===== config.mk =====
export PLATFORM = sky130hd
export DESIGN_NAME = stop_and_wait_frame_sender
export DESIGN_NICKNAME = d
export VERILOG_FILES = /design/src/rtl/swfs_pkg.sv /design/src/rtl/swfs_store.sv /design/src/rtl/swfs_ctrl.sv /design/src/rtl/swfs_ser.sv /design/src/rtl/stop_and_wait_frame_sender.sv
export SDC_FILE = /design/constraint.sdc
export NUM_CORES = 2
export LEC_CHECK = 0
export ABC_CLOCK_PERIOD_IN_PS = 3750
export BUFFER_PORTS_ARGS = -buffer_cell sky130_fd_sc_hd__clkbuf_2
export CAP_MARGIN = 40
export CORE_UTILIZATION = 30
export DETAILED_ROUTE_END_ITERATION = 8
export PLACE_DENSITY_LB_ADDON = 0.12
export SLEW_MARGIN = 10
export SYNTH_ARGS = -nofsm -noshare
export SYNTH_HDL_FRONTEND = slang
export SYNTH_SLANG_ARGS = --single-unit

===== constraint.sdc =====
create_clock -name clk -period 3.75 [get_ports clk]
set_input_delay 0.1875 -clock clk [delete_from_list [all_inputs] [get_ports clk]]
set_output_delay 0.1875 -clock clk [all_outputs]
set_load 0.02 [all_outputs]

===== src/rtl/swfs_pkg.sv =====
`timescale 1ns / 1ps
// ----------------------------------------------------------------------------
// swfs_pkg
// Shared types, constants and the CRC-8 step for the stop-and-wait sender.
// ----------------------------------------------------------------------------
package swfs_pkg;

  // input command codes, carried on in_tuser
  typedef enum logic [1:0] {
    CMD_LOAD  = 2'd0,
    CMD_START = 2'd1,
    CMD_RESP  = 2'd2,
    CMD_TICK  = 2'd3
  } cmd_t;

  // position within an outgoing five-byte frame
  typedef logic [2:0] beat_t;
  localparam beat_t BEAT_OPEN  = 3'd0;
  localparam beat_t BEAT_SEQ   = 3'd1;
  localparam beat_t BEAT_DATA  = 3'd2;
  localparam beat_t BEAT_CRC   = 3'd3;
  localparam beat_t BEAT_CLOSE = 3'd4;

  localparam logic [7:0] FLAG_BYTE = 8'h7E;
  localparam logic [7:0] CRC_POLY  = 8'h07;
  localparam logic [7:0] CRC_INIT  = 8'h00;

  // configuration registers and their reset values
  localparam logic       REG_TIMEOUT   = 1'b0;
  localparam logic       REG_ACK       = 1'b1;
  localparam logic [15:0] TIMEOUT_RST  = 16'd5000;
  localparam logic [7:0]  ACK_RST      = 8'h88;

  // frame request from the controller to the serialiser
  typedef struct packed {
    logic valid;
    logic retx;
    logic done;
  } req_t;

  // content of the current frame, held by the controller
  typedef struct packed {
    logic [7:0] seq_byte;
    logic [7:0] data;
    logic [7:0] seq_crc;
  } frame_t;

  // one byte through the CRC-8 register, MSB first, no final xor
  function automatic logic [7:0] crc8_byte(input logic [7:0] crc_in, input logic [7:0] b);
    logic [7:0] c;
    c = crc_in ^ b;
    for (int k = 0; k < 8; k++) begin
      if (c[7]) begin
        c = {c[6:0], 1'b0} ^ CRC_POLY;
      end else begin
        c = {c[6:0], 1'b0};
      end
    end
    return c;
  endfunction

endpackage


===== src/rtl/swfs_store.sv =====
`timescale 1ns / 1ps
// ----------------------------------------------------------------------------
// swfs_store
// Message byte store: one write port, one registered read port with
// write-first forwarding when both hit the same entry.
// ----------------------------------------------------------------------------
module swfs_store #(
  parameter int MSG_DEPTH = 256,
  parameter int AW        = 8
) (
  input  logic          clk,
  input  logic          wr_en,
  input  logic [AW-1:0] wr_addr,
  input  logic [7:0]    wr_data,
  input  logic [AW-1:0] rd_addr,
  output logic [7:0]    rd_data
);

  logic [7:0] mem [MSG_DEPTH];
  logic [7:0] rd_data_r;

  // write port
  always_ff @(posedge clk) begin
    if (wr_en) begin
      mem[wr_addr] <= wr_data;
    end
  end

  // registered read, newest data wins
  always_ff @(posedge clk) begin
    if (wr_en && (wr_addr == rd_addr)) begin
      rd_data_r <= wr_data;
    end else begin
      rd_data_r <= mem[rd_addr];
    end
  end

  assign rd_data = rd_data_r;

endmodule


===== src/rtl/swfs_ctrl.sv =====
`timescale 1ns / 1ps
// ----------------------------------------------------------------------------
// swfs_ctrl
// ARQ controller: handles one accepted transaction per cycle, updates the
// send state and asks the serialiser for a frame or a completion notice.
// ----------------------------------------------------------------------------
module swfs_ctrl #(
  parameter int MSG_DEPTH   = 256,
  parameter int SEQ_MODULUS = 8,
  parameter int AW          = 8,
  parameter int IW          = 9
) (
  input  logic                clk,
  input  logic                rst_n,
  input  logic                acc,
  input  swfs_pkg::cmd_t      command,
  input  logic [7:0]          data_byte,
  input  logic [7:0]          byte_index,
  input  logic [8:0]          msg_length,
  input  logic [15:0]         timeout_ticks,
  input  logic [7:0]          ack_code,
  output logic                st_wr_en,
  output logic [AW-1:0]       st_wr_addr,
  output logic [7:0]          st_wr_data,
  output logic [AW-1:0]       st_rd_addr,
  input  logic [7:0]          st_rd_data,
  output swfs_pkg::req_t      req,
  output swfs_pkg::frame_t    frame
);

  localparam int SW = $clog2(SEQ_MODULUS);

  logic [IW-1:0] len_r,   len_nxt;
  logic [IW-1:0] idx_r,   idx_nxt;
  logic [SW-1:0] seq_r,   seq_nxt;
  logic [7:0]    data_r,  data_nxt;
  logic [7:0]    scrc_r,  scrc_nxt;
  logic          wait_r,  wait_nxt;
  logic [15:0]   tick_r,  tick_nxt;

  logic [IW-1:0] len_sat;
  logic [15:0]   tick_inc;
  logic          advance;
  logic [SW-1:0] seq_inc;

  // length clipped to the store depth
  always_comb begin
    if (32'(msg_length) > 32'(MSG_DEPTH)) begin
      len_sat = IW'(MSG_DEPTH);
    end else begin
      len_sat = IW'(msg_length);
    end
  end

  assign tick_inc = tick_r + 16'd1;
  assign seq_inc  = (seq_r == SW'(SEQ_MODULUS - 1)) ? '0 : seq_r + 1'b1;

  // transaction handling
  always_comb begin
    len_nxt   = len_r;
    idx_nxt   = idx_r;
    wait_nxt  = wait_r;
    tick_nxt  = tick_r;
    advance   = 1'b0;
    req       = '0;
    if (acc) begin
      unique case (command)
        swfs_pkg::CMD_LOAD: begin
        end
        swfs_pkg::CMD_START: begin
          if (!wait_r && (msg_length != 9'd0)) begin
            len_nxt   = len_sat;
            idx_nxt   = IW'(1);
            advance   = 1'b1;
            wait_nxt  = 1'b1;
            tick_nxt  = '0;
            req.valid = 1'b1;
          end
        end
        swfs_pkg::CMD_RESP: begin
          if (wait_r) begin
            tick_nxt  = '0;
            req.valid = 1'b1;
            if (data_byte != ack_code) begin
              req.retx = 1'b1;
            end else if (idx_r >= len_r) begin
              wait_nxt = 1'b0;
              idx_nxt  = '0;
              req.done = 1'b1;
            end else begin
              idx_nxt = idx_r + 1'b1;
              advance = 1'b1;
            end
          end
        end
        swfs_pkg::CMD_TICK: begin
          if (wait_r) begin
            if (tick_inc >= timeout_ticks) begin
              tick_nxt  = '0;
              req.valid = 1'b1;
              req.retx  = 1'b1;
            end else begin
              tick_nxt = tick_inc;
            end
          end
        end
        default: begin
        end
      endcase
    end
  end

  // a new data frame takes the next sequence number and the prefetched byte
  assign seq_nxt  = advance ? seq_inc : seq_r;
  assign data_nxt = advance ? st_rd_data : data_r;
  assign scrc_nxt = advance ? swfs_pkg::crc8_byte(swfs_pkg::CRC_INIT, 8'(seq_inc)) : scrc_r;

  // store access: loads write, read follows the next send position
  always_comb begin
    st_wr_en   = acc && (command == swfs_pkg::CMD_LOAD) && (32'(byte_index) < 32'(MSG_DEPTH));
    st_wr_addr = AW'(byte_index);
    st_wr_data = data_byte;
    if (32'(idx_nxt) < 32'(MSG_DEPTH)) begin
      st_rd_addr = AW'(idx_nxt);
    end else begin
      st_rd_addr = '0;
    end
  end

  // control state
  always_ff @(posedge clk) begin
    if (!rst_n) begin
      len_r  <= '0;
      idx_r  <= '0;
      seq_r  <= SW'(SEQ_MODULUS - 1);
      wait_r <= 1'b0;
      tick_r <= '0;
    end else begin
      len_r  <= len_nxt;
      idx_r  <= idx_nxt;
      seq_r  <= seq_nxt;
      wait_r <= wait_nxt;
      tick_r <= tick_nxt;
    end
  end

  // frame payload
  always_ff @(posedge clk) begin
    data_r <= data_nxt;
    scrc_r <= scrc_nxt;
  end

  assign frame.seq_byte = 8'(seq_r);
  assign frame.data     = data_r;
  assign frame.seq_crc  = scrc_r;

endmodule


===== src/rtl/swfs_ser.sv =====
`timescale 1ns / 1ps
// ----------------------------------------------------------------------------
// swfs_ser
// Output serialiser: plays a frame out one byte per transaction, or a single
// completion notice, and finishes the frame CRC while the opening flag shows.
// ----------------------------------------------------------------------------
module swfs_ser (
  input  logic              clk,
  input  logic              rst_n,
  input  swfs_pkg::req_t    req,
  input  swfs_pkg::frame_t  frame,
  output logic              ready,
  output logic              out_tvalid,
  input  logic              out_tready,
  output logic [15:0]       out_tdata,
  output logic              out_tlast,
  output logic              out_tuser
);

  logic                  active_r, active_nxt;
  swfs_pkg::beat_t       beat_r,   beat_nxt;
  logic                  retx_r,   retx_nxt;
  logic                  done_r,   done_nxt;
  logic [7:0]            crc_r;
  logic                  last;
  logic                  take;
  logic [7:0]            byte_out;

  assign last  = done_r || (beat_r == swfs_pkg::BEAT_CLOSE);
  assign take  = active_r && out_tready;
  assign ready = !active_r || (take && last);

  // sequencing
  always_comb begin
    active_nxt = active_r;
    beat_nxt   = beat_r;
    retx_nxt   = retx_r;
    done_nxt   = done_r;
    if (req.valid) begin
      active_nxt = 1'b1;
      beat_nxt   = swfs_pkg::BEAT_OPEN;
      retx_nxt   = req.retx;
      done_nxt   = req.done;
    end else if (take) begin
      if (last) begin
        active_nxt = 1'b0;
      end else begin
        beat_nxt = beat_r + 3'd1;
      end
    end
  end

  always_ff @(posedge clk) begin
    if (!rst_n) begin
      active_r <= 1'b0;
      beat_r   <= swfs_pkg::BEAT_OPEN;
      retx_r   <= 1'b0;
      done_r   <= 1'b0;
    end else begin
      active_r <= active_nxt;
      beat_r   <= beat_nxt;
      retx_r   <= retx_nxt;
      done_r   <= done_nxt;
    end
  end

  // second CRC byte, settled before the CRC beat
  always_ff @(posedge clk) begin
    if (active_r && (beat_r == swfs_pkg::BEAT_OPEN)) begin
      crc_r <= swfs_pkg::crc8_byte(frame.seq_crc, frame.data);
    end
  end

  // byte select
  always_comb begin
    byte_out = '0;
    if (!done_r) begin
      unique case (beat_r)
        swfs_pkg::BEAT_OPEN:  byte_out = swfs_pkg::FLAG_BYTE;
        swfs_pkg::BEAT_SEQ:   byte_out = frame.seq_byte;
        swfs_pkg::BEAT_DATA:  byte_out = frame.data;
        swfs_pkg::BEAT_CRC:   byte_out = crc_r;
        swfs_pkg::BEAT_CLOSE: byte_out = swfs_pkg::FLAG_BYTE;
        default:              byte_out = '0;
      endcase
    end
  end

  assign out_tvalid = active_r;
  assign out_tdata  = {7'd0, retx_r && !done_r, byte_out};
  assign out_tlast  = last;
  assign out_tuser  = done_r;

endmodule


===== src/rtl/stop_and_wait_frame_sender.sv =====
`timescale 1ns / 1ps
// ----------------------------------------------------------------------------
// stop_and_wait_frame_sender
// Stop-and-wait ARQ sender with CRC-8 framed data bytes.
// ----------------------------------------------------------------------------
// Load, start, response and tick transactions are taken one per cycle while
// in_tready is high; in_tready is low while output is pending, until its
// final byte is taken. A transaction that sends a frame produces five bytes
// on the output, one per cycle while out_tready is high; the next input
// transaction is taken in the cycle the closing flag is taken. The output
// serialiser is one byte wide. A completion notice is a single output
// transaction. The message store is a single-write, registered-read memory
// that prefetches the next byte to send, so no clearing pass is needed after
// reset. Registers: timeout_ticks at 0x0, ack_code at 0x4.
// ----------------------------------------------------------------------------
module stop_and_wait_frame_sender #(
  parameter int MSG_DEPTH   = 256,
  parameter int SEQ_MODULUS = 8
) (
  input  logic        clk,
  input  logic        rst_n,
  // data_byte [7:0], byte_index [15:8], msg_length [24:16], zero [31:25]
  input  logic [31:0] in_tdata,
  // command [1:0]
  input  logic [1:0]  in_tuser,
  input  logic        in_tvalid,
  output logic        in_tready,
  // frame_byte [7:0], is_retransmit [8], zero [15:9]
  output logic [15:0] out_tdata,
  // result_kind [0]
  output logic        out_tuser,
  output logic        out_tlast,
  output logic        out_tvalid,
  input  logic        out_tready,
  input  logic        cfg_psel,
  input  logic        cfg_penable,
  input  logic        cfg_pwrite,
  input  logic [2:0]  cfg_paddr,
  input  logic [31:0] cfg_pwdata,
  output logic [31:0] cfg_prdata,
  output logic        cfg_pready
);

  localparam int AW = (MSG_DEPTH > 1) ? $clog2(MSG_DEPTH) : 1;
  localparam int IW = $clog2(MSG_DEPTH + 1);

  logic [15:0]       timeout_r;
  logic [7:0]        ack_r;
  logic              acc;
  logic              cfg_wr;
  logic              st_wr_en;
  logic [AW-1:0]     st_wr_addr;
  logic [7:0]        st_wr_data;
  logic [AW-1:0]     st_rd_addr;
  logic [7:0]        st_rd_data;
  swfs_pkg::req_t    req;
  swfs_pkg::frame_t  frame;

  // configuration registers
  assign cfg_pready = 1'b1;
  assign cfg_wr     = cfg_psel && cfg_penable && cfg_pwrite && cfg_pready;

  always_ff @(posedge clk) begin
    if (!rst_n) begin
      timeout_r <= swfs_pkg::TIMEOUT_RST;
      ack_r     <= swfs_pkg::ACK_RST;
    end else if (cfg_wr) begin
      if (cfg_paddr[2] == swfs_pkg::REG_ACK) begin
        ack_r <= cfg_pwdata[7:0];
      end else begin
        timeout_r <= cfg_pwdata[15:0];
      end
    end
  end

  assign cfg_prdata = (cfg_paddr[2] == swfs_pkg::REG_ACK) ? {24'd0, ack_r} : {16'd0, timeout_r};

  assign acc = in_tvalid && in_tready;

  swfs_store #(
    .MSG_DEPTH (MSG_DEPTH),
    .AW        (AW)
  ) u_store (
    .clk     (clk),
    .wr_en   (st_wr_en),
    .wr_addr (st_wr_addr),
    .wr_data (st_wr_data),
    .rd_addr (st_rd_addr),
    .rd_data (st_rd_data)
  );

  swfs_ctrl #(
    .MSG_DEPTH   (MSG_DEPTH),
    .SEQ_MODULUS (SEQ_MODULUS),
    .AW          (AW),
    .IW          (IW)
  ) u_ctrl (
    .clk           (clk),
    .rst_n         (rst_n),
    .acc           (acc),
    .command       (swfs_pkg::cmd_t'(in_tuser)),
    .data_byte     (in_tdata[7:0]),
    .byte_index    (in_tdata[15:8]),
    .msg_length    (in_tdata[24:16]),
    .timeout_ticks (timeout_r),
    .ack_code      (ack_r),
    .st_wr_en      (st_wr_en),
    .st_wr_addr    (st_wr_addr),
    .st_wr_data    (st_wr_data),
    .st_rd_addr    (st_rd_addr),
    .st_rd_data    (st_rd_data),
    .req           (req),
    .frame         (frame)
  );

  swfs_ser u_ser (
    .clk        (clk),
    .rst_n      (rst_n),
    .req        (req),
    .frame      (frame),
    .ready      (in_tready),
    .out_tvalid (out_tvalid),
    .out_tready (out_tready),
    .out_tdata  (out_tdata),
    .out_tlast  (out_tlast),
    .out_tuser  (out_tuser)
  );

endmodule


Yosys cells after proc, flatten, opt, wreduce, memory -nomap -nowiden
Memories as Yosys holds them, arrays and structs flattened. A register that Yosys moved wholly into a read port is not among the register bits.
Index checks and enable logic that the tools add are counted.
Widths: inputs -> output; s select.
{"block": "word_totals", "regBits": 89, "latch_bits": 0, "ram_bits": 2048, "mem_bits_ro": 0, "inputBits": 76, "out_inout_bits": 53, "wordCells": 141, "n_memories": 1}
{"memory": "u_store.mem", "words": 256, "word_bits": 8, "read_ports": 1, "rd_clocked_by_memory_dff": 1, "wr": 1, "line_no": "swfs_store.sv:19", "source": "logic [7:0] mem [MSG_DEPTH];"}
{"block": "op_classes", "addsub": 4, "n_mul": 0, "n_div": 0, "n_lt_le_gt_ge": 4, "eq_ne": 12, "shift": 0, "muxes": 60, "bitwise": 14, "n_reduce_logical": 30}
{"op": "$mux 16", "count": 5}
{"op": "$mux 8", "count": 9}
{"op": "$mux 9", "count": 6}
{"op": "$pmux 16 s3", "count": 1}
{"op": "$mux 3", "count": 14}
{"op": "$pmux 8 s4", "count": 1}
{"op": "$not 3->3", "count": 10}
{"op": "$pmux 9 s2", "count": 1}
{"op": "$mux 1", "count": 17}
{"op": "$add 16x1->16 const B", "count": 1}
{"op": "$ge 16x16->1", "count": 1}
{"op": "$add 9x1->9 const B", "count": 1}
{"op": "$ge 9x9->1", "count": 1}
{"op": "$gt 9x9->1 const B", "count": 1}
{"op": "$logic_and 1x1->1", "count": 9}
{"op": "$lt 9x9->1 const B", "count": 1}
{"op": "$reduce_bool 9->1", "count": 1}
{"op": "$ne 8x8->1", "count": 1}
{"op": "$reduce_and 2->1", "count": 4}
{"op": "$xor 5x8->8", "count": 1}
{"op": "$add 3x1->3 const B", "count": 2}
{"op": "$eq 3x2->1 const B", "count": 2}
{"op": "$eq 3x3->1 const B", "count": 2}
{"op": "$ne 2x1->1 const B", "count": 3}
{"op": "other kinds (16)", "count": 29}

Depth between registers and ports, before layout
{"block": "logic_depth", "word_depth": 24, "depth_mapped": 15, "depth_no_buf": 14}

Hierarchy
A second synthesis with hierarchy kept.
{"block": "hier_totals", "hier_cells": 4376, "area_unflattened_um2": 85389.4}
{"module": "swfs_store", "n_inst": 1, "cells_each": 3733, "area_each_um2": 79556.3, "seq_area_each_um2": 61659.1}
{"module": "swfs_ctrl", "n_inst": 1, "cells_each": 405, "area_each_um2": 3562.2, "seq_area_each_um2": 1151.1}
{"module": "stop_and_wait_frame_sender", "n_inst": 1, "cells_each": 134, "area_each_um2": 1267.5, "seq_area_each_um2": 480.5}
{"module": "swfs_ser", "n_inst": 1, "cells_each": 104, "area_each_um2": 1003.5, "seq_area_each_um2": 360.3}

Worst setup path before layout
Ideal clock, no wire load.
{"block": "synth_path", "kind": "reg2reg", "startpoint": "reg u_ctrl.tick_r[0]", "endpoint": "reg u_ctrl.tick_r[3]", "setup_time_ps": 70, "arrival_time_ps": 3419, "t_required_ps": 3680, "setup_slack_ps": 261, "stages_incl_launch_ff": 14, "path_buffers": 1, "period_less_slack_ps": 3489, "cell_sequence": "dfxtp_1 -> ha_1 -> nand3_1 -> nor3_1 -> and3_1 -> clkbuf_1 -> xor2_1 -> ha_1 -> a21o_1 -> a2111oi_1 -> a21oi_1 -> or3_1 -> or3_1 -> a21oi_1"}
{"block": "synth_between", "elab_chain_len": 5}
{"element": "start, declared", "line_no": "swfs_ctrl.sv:39", "source": "logic [15:0] tick_r, tick_nxt;"}
{"element": "start signal, assigned", "line_no": "swfs_ctrl.sv:143", "source": "tick_r <= tick_nxt;"}
{"element": "$add 16x1->16 *", "line_no": "swfs_ctrl.sv:55", "source": "assign tick_inc = tick_r + 16'd1;"}
{"element": "$ge 16x16->1", "line_no": "swfs_ctrl.sv:98", "source": "if (tick_inc >= timeout_ticks) begin"}
{"element": "$mux 16 *", "line_no": "swfs_ctrl.sv:98"}
{"element": "$mux 16 *", "line_no": "swfs_ctrl.sv:97", "source": "if (wait_r) begin"}
{"element": "$pmux 16 s3 *", "line_no": "swfs_ctrl.sv:67", "source": "unique case (command)"}
Every way passes the cells marked *; elsewhere a longest branch is shown, timed or not. The select of a mux whose other input is x is not followed.
A chain may end at the register's enable or synchronous reset.

==> results_dict.tcl <==
set metrics [dict create \
    grt-ovfl-total 0 \
    ir_worst_vdd_mv 0.4447 \
    vias 43990 \
    post_cts_buffers 0 \
    io_pins 129 \
    met3_usage 0.03419 \
    hold_violations 0 \
    portBuffers 79 \
    gp_congestion 0.8015 \
    first_pass_iters 8 \
    worstMarginPinSlew_ns 0.9808 \
    syn2layout_area_growth_pct 20.53 \
    finalCritPeriodShare 0.9473 \
    slowest_delay_ns 0.65 \
    syn_avg_cell_area_um2 19.82 \
    dieHeight_um 531.9 \
    drv_slew 0 \
    crit_path_end_kind "flip-flop" \
    grt_max_degree 158 \
    layout.cells.non_filler 8912 \
    critPathBufInv 1 \
    numCtsBuffers 234 \
    skew_ns 0.05311 \
    setup_violations 0 \
    hpwl_mm 160.3 \
    place_inst 8412 \
    cp.arrival_ns 4.16 \
    max_freq_mhz 281.5 \
    path_common_cell "a211oi_1" \
    regArea_um2 63660 \
    hold_depth 4 \
    antenna_found_initial 33 \
    fp.dieW_um 531.9 \
    drive_gt1_frac 0.2998 \
    p_seq_frac 0.514 \
    yosysMostFrequentCell "edfxtp_1" \
    vias_per_cell 4.936 \
    dr.first_iter.drc_count 3912 \
    crit_chain "buf_12 > mux4_2 > a22o_1 > a211oi_1 > a21oi_1 > a31o_2 > nand4_1 > a211oi_1" \
    yosysTopAreaCellShare 0.7375 \
    ys_ff_latch 2145 \
    switching_power_mw 10.86 \
    track_usage 0.1730 \
    ant_nets 0 \
    maxCapViolCount 0 \
    final_core_util 0.3634 \
    grt_pass1_wl_mm 347.3 \
    netlist_instances 4250 \
    switching_share 0.2121 \
    outcome "finished, violations left" \
    p_int_mw 40.34 \
    worst_ep_required_time_ns 4.35 \
    path_clk_slew_ns 0.06 \
    cts.path.max_buffers 3 \
    cts.root.buffer_cell "clkbuf_16" \
    route.final.wire_length_mm 247.4 \
    power_mw 51.20 \
    period_needed_ns 3.552 \
    drc 78 \
    std_cell_rows 194 \
    wl_per_cell_um 27.77 \
    grt_pass1_vias 45320 \
    synthTopCellsByArea "edfxtp_1, mux4_2, dfxtp_1" \
    rr_worst_depth 8 \
    p_leak_nw 31.89 \
    cts_max_level 4 \
    crit_path_start_kind "flip-flop" \
    cts_tree "built" \
    synth_cell_type_count 69 \
    crit_cells 8 \
    critical_path.top_delay_family "compound AO/OA/AOI/OAI gates" \
    gr-usage-met1 0.2416 \
    yosysWarnings 0 \
    clock_latency_ns 0.87 \
    rsz0062_at_grt "true" \
    initial_utilization 0.3015 \
    grtUsageMet2 0.2721 \
    syn_area_um2 84240 \
    hold-worst-slack_ns 0.09207 \
    synthTopCellsByCount "edfxtp_1, mux4_2, nor2_1, nand2_1, clkbuf_1" \
    yosysTopAreaCell "edfxtp_1" \
    top_usage_layer "met2" \
    ys_seq_area_frac 0.7556 \
    synth_edf_count 2069 \
    hold_path_class "in -> reg" \
    final_nets 5105 \
    power.density_nw_per_um2 504.2 \
    async_flop_share 0 \
    slowest_stage "dfxtp_4" \
    path_max_fanout 17 \
    die_area_um2 282900 \
    multi_input_area_um2 19140 \
    combPwrFrac 0.035 \
    clkPwrFrac 0.451 \
    slew_headroom 0.3461 \
    violations "design-rule violations" \
    synthFlopType "edfxtp_1" \
    fillers 25860 \
    worstSetupPathType "reg -> reg" \
    fp.coreArea_um2 279400 \
    cts.sinks 2145 \
]
-- power by group through the flow --
| stage | clock network, mW | logic (mW) | registers [mW] |
|---|---|---|---|
| 6_report | 23.1 | 1.81 | 26.3 |
| 2_1_floorplan | 0 | 0.901 | 26.8 |
| 4_1_cts | 23.7 | 1.87 | 26.3 |
| 5_1_grt | 24.6 | 1.95 | 26.3 |
| 3_3_place_gp | 0 | 1.79 | 26.8 |
| 3_5_place_dp | 0 | 1.82 | 26.8 |
-- registers in the layout, indices dropped and copies added, names as in the netlist, 3 cells and up, named ones only --
name,count
u_ctrl.data_r,8
u_ctrl.scrc_r,5
u_ctrl.seq_r,3
timeout_r,16
u_ctrl.idx_r,9
u_store.mem,2048
u_ser.beat_r,3
ack_r,8
u_ctrl.len_r,9
u_ser.crc_r,8
u_ctrl.tick_r,16
-- placed cells by master, fill, tap and decap left out, drive strengths merged, types with 46 or more instances in the layout --
cell type	instances
nand2	125
a211oi	56
edfxtp	2069
mux4	483
o22ai	112
clkinv	96
dfxtp	76
a21oi	84
nor2	350
buf	618
dlygate4sd3	63
mux2i	77
inv	46
a22oi	51
clkbuf	360
-- what timing repair did --
item / in CTS / in global routing
gates resized for setup: 0 / 6
hold buffers: 63 / 0
hold endpoints to repair: 230 / 0
setup endpoints to repair: 0 / 23
-- metal layers --
layer | part of all wire | up-vias
met2 | 0.47 | 1199
met4 | 0.028 | 10
met3 | 0.059 | 340
li1 | - | 18970
met5 | 0.00026 | -
met1 | 0.45 | 23480
-- area by class of cell --
cell class              count  share of cell area
clock buffers             289             0.06012
clock inverters           140             0.01521
multi-input cells        1818              0.1885
diodes                      5           0.0001232
inverters                  39            0.001442
well taps                3724             0.04589
flip-flops and latches   2145              0.6270
repair buffers            752             0.06171
-- logic make-up after synthesis --
family,after synthesis,synth area share
compound gates,468,0.03826
xor+xnor,44,0.004575
fa+ha+maj,39,0.005792
buf+inv,309,0.01963
flops,2145,0.7556
mux,577,0.1405
other cells,2,0.00008915
simple gates,666,0.03553
-- worst paths after layout --
path | start | to | slack (ns)
worst max register to register | flip-flop | u_ctrl.data_r[1] | 0.20
worst min-delay path | in_tdata[12] | u_store.mem[244][6] | 0.09
worst max-delay path | flip-flop | u_ctrl.data_r[1] | 0.20
worst min register to register | timeout_r[15] | timeout_r[15] | 0.46
-- per-stage QoR --
stage	setup TNS (ns)	worst slack [ns]	area, um2
after floorplan	0	0.2606	84320
after global placement	0	0.1334	93000
after detailed placement	0	0.1266	93130
after CTS	0	0.09843	101400
after global routing	-0.003474	-0.003474	101500
final	0	0.1976	101500
-- tightest hold or removal path: stages --
cell      delay [ns]
clkbuf_2        0.14
nand3_1         0.09
buf_4           0.26
nor2_1          0.09
Note: power is estimated with default switching activity, not from simulation.
